==> src/rtl/rfvc_pkg.sv <==
// ----------------------------------------------------------------------------
// rfvc_pkg
// Shared types, codes and default sizes for the random forest vote classifier.
// ----------------------------------------------------------------------------
package rfvc_pkg;

  localparam int TREES_DEF      = 64;
  localparam int NODES_DEF      = 512;
  localparam int FEATURES_DEF   = 6;
  localparam int WALK_LIMIT_DEF = 16;

  localparam int CLASSES = 3;
  localparam int VOTE_W  = 7;

  // request codes
  localparam logic [1:0] REQ_LOAD_NODE = 2'd0;
  localparam logic [1:0] REQ_LOAD_FEAT = 2'd1;
  localparam logic [1:0] REQ_CLASSIFY  = 2'd2;
  localparam logic [1:0] REQ_UNUSED    = 2'd3;

  // result status codes
  localparam logic [1:0] STAT_OK    = 2'd0;
  localparam logic [1:0] STAT_EMPTY = 2'd1;
  localparam logic [1:0] STAT_DROP  = 2'd2;

  typedef struct packed {
    logic [1:0]         req_type;
    logic [5:0]         tree_index;
    logic [8:0]         node_pos;
    logic               leaf_flag;
    logic [2:0]         feature_index;
    logic signed [31:0] value;
    logic [8:0]         left_index;
    logic [8:0]         right_index;
    logic [2:0]         leaf_class;
  } in_item_t;

  typedef struct packed {
    logic [1:0]        predicted_class;
    logic [VOTE_W-1:0] winning_votes;
    logic [1:0]        status;
  } out_item_t;

  typedef struct packed {
    logic               leaf;
    logic [2:0]         feature;
    logic signed [31:0] threshold;
    logic [8:0]         left;
    logic [8:0]         right;
    logic [2:0]         cls;
  } node_t;

  typedef enum logic [1:0] {
    S_IDLE,
    S_WALK,
    S_FINISH
  } state_t;

  typedef struct packed {
    logic load_node;
    logic load_feat;
    logic cls_start;
    logic walk;
    logic finish;
  } cmd_t;

  typedef struct packed {
    logic empty;
    logic tree_end;
    logic last_tree;
  } sts_t;

endpackage

==> src/rtl/rfvc_ctrl.sv <==
// ----------------------------------------------------------------------------
// rfvc_ctrl
// Sequencer: decodes requests and steps the datapath through the tree walks.
// ----------------------------------------------------------------------------
module rfvc_ctrl (
  input  logic              clk,
  input  logic              rst_n,
  input  logic              start,
  input  logic [1:0]        req_type,
  input  rfvc_pkg::sts_t    sts,
  output rfvc_pkg::cmd_t    cmd,
  output logic              busy
);
  import rfvc_pkg::*;

  state_t state_r, state_nxt;

  always_ff @(posedge clk) begin
    if (!rst_n) begin
      state_r <= S_IDLE;
    end else begin
      state_r <= state_nxt;
    end
  end

  always_comb begin
    state_nxt = state_r;
    unique case (state_r)
      S_IDLE: begin
        if (start && req_type == REQ_CLASSIFY) begin
          state_nxt = sts.empty ? S_FINISH : S_WALK;
        end
      end
      S_WALK: begin
        if (sts.tree_end && sts.last_tree) begin
          state_nxt = S_FINISH;
        end
      end
      S_FINISH: state_nxt = S_IDLE;
      default:  state_nxt = S_IDLE;
    endcase
  end

  always_comb begin
    cmd  = '0;
    busy = 1'b1;
    unique case (state_r)
      S_IDLE: begin
        busy = 1'b0;
        if (start) begin
          unique case (req_type)
            REQ_LOAD_NODE: cmd.load_node = 1'b1;
            REQ_LOAD_FEAT: cmd.load_feat = 1'b1;
            REQ_CLASSIFY:  cmd.cls_start = 1'b1;
            REQ_UNUSED:    cmd           = '0;
            default:       cmd           = '0;
          endcase
        end
      end
      S_WALK:   cmd.walk   = 1'b1;
      S_FINISH: cmd.finish = 1'b1;
      default:  busy       = 1'b1;
    endcase
  end

endmodule

==> config.mk <==
export PLATFORM = sky130hd
export DESIGN_NAME = rfvc_ctrl
export DESIGN_NICKNAME = d
export VERILOG_FILES = /design/src/rtl/rfvc_pkg.sv /design/src/rtl/rfvc_ctrl.sv
export SDC_FILE = /design/constraint.sdc
export NUM_CORES = 1
export LEC_CHECK = 0
export BUFFER_PORTS_ARGS = -buffer_cell sky130_fd_sc_hd__buf_4
export CAP_MARGIN = 20
export CORE_AREA = 3 3 40 42
export CTS_CLUSTER_SIZE = 25
export DETAILED_ROUTE_END_ITERATION = 16
export DIE_AREA = 0 0 43 45
export PLACE_DENSITY = 0.45
export SLEW_MARGIN = 20
export SYNTH_ARGS = -nofsm -noshare
export SYNTH_HDL_FRONTEND = slang
export SYNTH_SLANG_ARGS = --single-unit
==> constraint.sdc <==
create_clock -name clk -period 0.9 [get_ports clk]
set_input_delay 0.045 -clock clk [delete_from_list [all_inputs] [get_ports clk]]
set_output_delay 0.045 -clock clk [all_outputs]
set_load 0.05 [all_outputs]
== After elaboration in Yosys (flattened, before gate mapping) ==
Index checks and enable logic that the tools add are counted.

* Bits in registers: 2
* Input bits: 8
* Logic and storage cells: 24
* Output and inout bits: 6

* Equal/unequal tests: 6
* Mux-type cells: 12
* Reductions and logical operators: 5

{| class="wikitable"
|+ Operator list
! operator !! count
|-
| 2-bit two-way mux || 3
|-
| 5-bit two-way mux || 1
|-
| 2-bit by 1-bit == test with 1-bit output, second input constant || 2
|-
| 2-bit == test, second input constant || 2
|-
| 2-bit logical NOT || 2
|-
| 1-bit two-way mux || 4
|-
| 2-bit inequality test, second input constant || 2
|-
| 1-bit case mux with 2 select lines || 2
|-
| 2-bit case mux with 2 select lines || 1
|-
| 3-bit two-way mux || 1
|-
| 1-bit logical AND || 2
|-
| 2-bit AND reduction || 1
|}

== Depth between registers and ports, before layout ==
* Word-level depth: 4
* Gate-level depth with buffers: 3
* Depth with buffers taken out: 3

== Least setup slack after synthesis ==
OpenSTA, ideal clock, no wires.

* Kind: flip-flop to output port
* From: register state_r[1]
* To: output port cmd[4] in the netlist's numbering
* Path slack: -710 ps
* Required time: 855 ps
* Arrival time: 1565 ps
* Buffers on the path: 0
* Cell stages (with the launch flop): 4
* Cell sequence: dfxtp_1 -> nor2_2 -> inv_2 -> nor4b_2

{| class="wikitable"
|+ RTL lines
! element !! line !! text
|-
| start, declared || rfvc_ctrl.sv:16 || <nowiki>state_t state_r, state_nxt;</nowiki>
|-
| start signal, assigned || rfvc_ctrl.sv:22 || <nowiki>state_r <= state_nxt;</nowiki>
|-
| end, declared || rfvc_ctrl.sv:11 || <nowiki>output rfvc_pkg::cmd_t cmd,</nowiki>
|}

==> flow_metrics.env <==
export IMPL_status="finished with violations"
export IMPL_violations="setup timing"
export IMPL_ant_nets=0
export IMPL_fin_crit_ps=1172
export IMPL_p_leak_nw=0.2131
export IMPL_cts_hold_buf=0
export IMPL_grt_max_degree=5
export IMPL_top_register="state_r"
export IMPL_cts_htree_levels=1
export IMPL_antenna_found_initial=0
export IMPL_top_regs="state_r: 2 flops"
export IMPL_swShare_pct=28.67
export IMPL_nFillCells=138
export IMPL_num_vias=227
export IMPL_timing_final_crit_share_pct=130.2
export IMPL_clock_sinks=2
export IMPL_die_h_um=45
export IMPL_finish_utilization_pct=34.57
export IMPL_ir_drop_v=0.0006828
export IMPL_fmax_mhz=853.2
export IMPL_synth_edf_count=0
export IMPL_row_count=13
export IMPL_core_um2=1285
export IMPL_rsz0062_at_grt="yes"
export IMPL_grt_first_pass_wirelength_um=959
export IMPL_ys_types=12
export IMPL_ys_async_sr_fraction_pct=0
export IMPL_layout_setup_ws_ps=-272.1
export IMPL_multi_input_comb_area_um2=163.9
export IMPL_wl_per_cell_um=10.91
export IMPL_fin_cells=54
export IMPL_place_ws_ps=-126.6
export IMPL_seq_power_share_pct=20.5
export IMPL_synth_common_cells="2 x a32o_1, 2 x and2_1, 2 x and2b_2, 2 x dfxtp_1, 2 x nor4b_2"
export IMPL_power_w=0.0004530
export IMPL_crit_path_start_kind="flop"
export IMPL_vias_per_cell=4.204
export IMPL_hpwl_um=447.5
export IMPL_synth_top_area_cell="dfxtp_1"
export IMPL_grtUsageTotal_pct=7.155
export IMPL_ys_seq_area_share_pct=23.70
export IMPL_syn_cell_area_um2=168.9
export IMPL_crit_required_ps=850
export IMPL_drive_gt1_share_pct=82.05
export IMPL_slew_viol_final=0
export IMPL_routed_wl_um=589
export IMPL_avgSynthCellArea_um2=9.936
export IMPL_power_frac_clock_pct=43.7
export IMPL_initial_core_util_pct=13.15
export IMPL_synth_warnings=0
export IMPL_n_antenna_cell=0
export IMPL_cellPowerDensity_nw_per_um2=1020
export IMPL_numCtsBuffers=3
export IMPL_cts_root_buf="clkbuf_4"
export IMPL_setup_viol=8
export IMPL_tightest_slew_ps=200.8
export IMPL_seqCellArea_um2=45.04
export IMPL_cts_tree="done"
export IMPL_critPathKind="reg2out"
export IMPL_synth_area_leaders="dfxtp_1 24%, nor4b_2 18%, a32o_1 12%"
export IMPL_relSlewSlack_pct=86.56
export IMPL_drt_iter0_markers=1
export IMPL_syn_inst=17
export IMPL_io_pins=14
export IMPL_grt_pass1_vias=228
export IMPL_fin_worst_skew_ps=3.778
export IMPL_grt_overflow_total=0
export IMPL_synthFlopType="dfxtp_1"
export IMPL_die_area_um2=1935
export IMPL_syn_to_final_growth_pct=163.0
export IMPL_portBuffers=13
export IMPL_synth_seq_cells=2
export IMPL_first_pass_iters=2
export IMPL_nNetsFinal=49
export IMPL_max_cap_violations=0
export IMPL_worst_setup_path_end_kind="primary output"
export IMPL_clk_path_buf_depth=2
export IMPL_die_w_um=43
export IMPL_power_frac_comb_pct=35.8
export IMPL_largest_reg_flops=2
export IMPL_p_int_w=0.0003231
export IMPL_crit_arrival_ps=1130
export IMPL_dp_cells=48
export IMPL_fin_worst_hold_slack_ps=172.5
export IMPL_clk_pin_slew_worst_paths_ps=30
export IMPL_hold_viol=0
export IMPL_synthesis_nets=25
export IMPL_insertion_delay_ps=230
export IMPL_switchingPower_w=0.0001299
export IMPL_drc_errors=0
export IMPL_synth_top_area_share_pct=23.70
export IMPL_crit_fanout=3
export IMPL_finalWeightedCongestion=0.7675
export IMPL_min_path_type="in2reg"
[placed cells by master, fill, tap and decap left out, types with 2 or more instances in the layout]
cell / count
buf_4: 9
buf_8: 2
clkbuf_4: 3
nor4b_4: 2
and2b_2: 2
buf_6: 8
a32o_1: 2
[power by group through the flow]
| stage | registers [W] | logic [W] | clock network [W] |
|---|---|---|---|
| 3_3_place_gp | 0.0000957 | 0.000125 | 0 |
| 3_5_place_dp | 0.0000960 | 0.000129 | 0 |
| 2_1_floorplan | 0.0000973 | 0.0000703 | 0 |
| 5_1_grt | 0.0000930 | 0.000172 | 0.000212 |
| 6_report | 0.0000926 | 0.000162 | 0.000198 |
| 4_1_cts | 0.0000949 | 0.000150 | 0.000207 |
[critical path, cell delays in order (launching register included)]
cell and delay [ps]:
dfxtp_2 320, nor2_4 130, inv_4 50, nor4b_4 210, buf_6 190
[kinds of logic after synthesis]
group,Yosys count,share of synthesized area (%)
buffers and inverters,1,2.220
AO/OA/AOI/OAI,2,11.85
AND/OR/NAND/NOR,12,62.23
flip-flops,2,23.70
[routing by layer]
| layer | share of wire, % | vias up | wire length, um | track usage [%] |
|---|---|---|---|---|
| met1 | 40 | 100 | 235 | 7.452 |
| met5 | 0 | - | 0 | 0 |
| li1 | - | 109 | - | - |
| met3 | 15 | 2 | 88 | 5.179 |
| met4 | 2.0 | 0 | 12 | 5.422 |
| met2 | 43 | 16 | 253 | 9.880 |
[cell type report]
cell class | instances | share of cell area, %
flip-flops and latches | 2 | 10.14
well taps | 15 | 4.225
clock buffers | 3 | 5.070
multi-input cells | 14 | 36.90
inverters | 1 | 1.408
repair buffers | 19 | 42.25
[stage by stage]
step | setup TNS, ps | cell area [um^2]
after global placement | -198.9 | 326.6
after detailed placement | -281.7 | 326.6
after global routing | -1901 | 444.2
after floorplan | -522.7 | 187.7
after CTS | -1551 | 410.4
final | -1505 | 444.2
[path summary, 6_finish.rpt]
check,endpoint,slack [ps],from,depth (start not counted)
worst max-delay path,cmd[4],-270,state_r[1]$_SDFFE_PN0P_,4
worst min-delay path,state_r[0]$_SDFFE_PN0P_,170,sts[0],3
worst max register to register,state_r[1]$_SDFFE_PN0P_,-160,state_r[1]$_SDFFE_PN0P_,4
worst min register to register,state_r[0]$_SDFFE_PN0P_,750,state_r[0]$_SDFFE_PN0P_,3
[repair_timing]
action | 4_1_cts | 5_1_grt
pin swaps | 7 | 4
gates cloned | 0 | 0
resized for setup | 11 | 7
setup buffers | 3 | 1
setup endpoints to repair | 8 | 8
No activity file was read; power rests on OpenSTA's default activity.
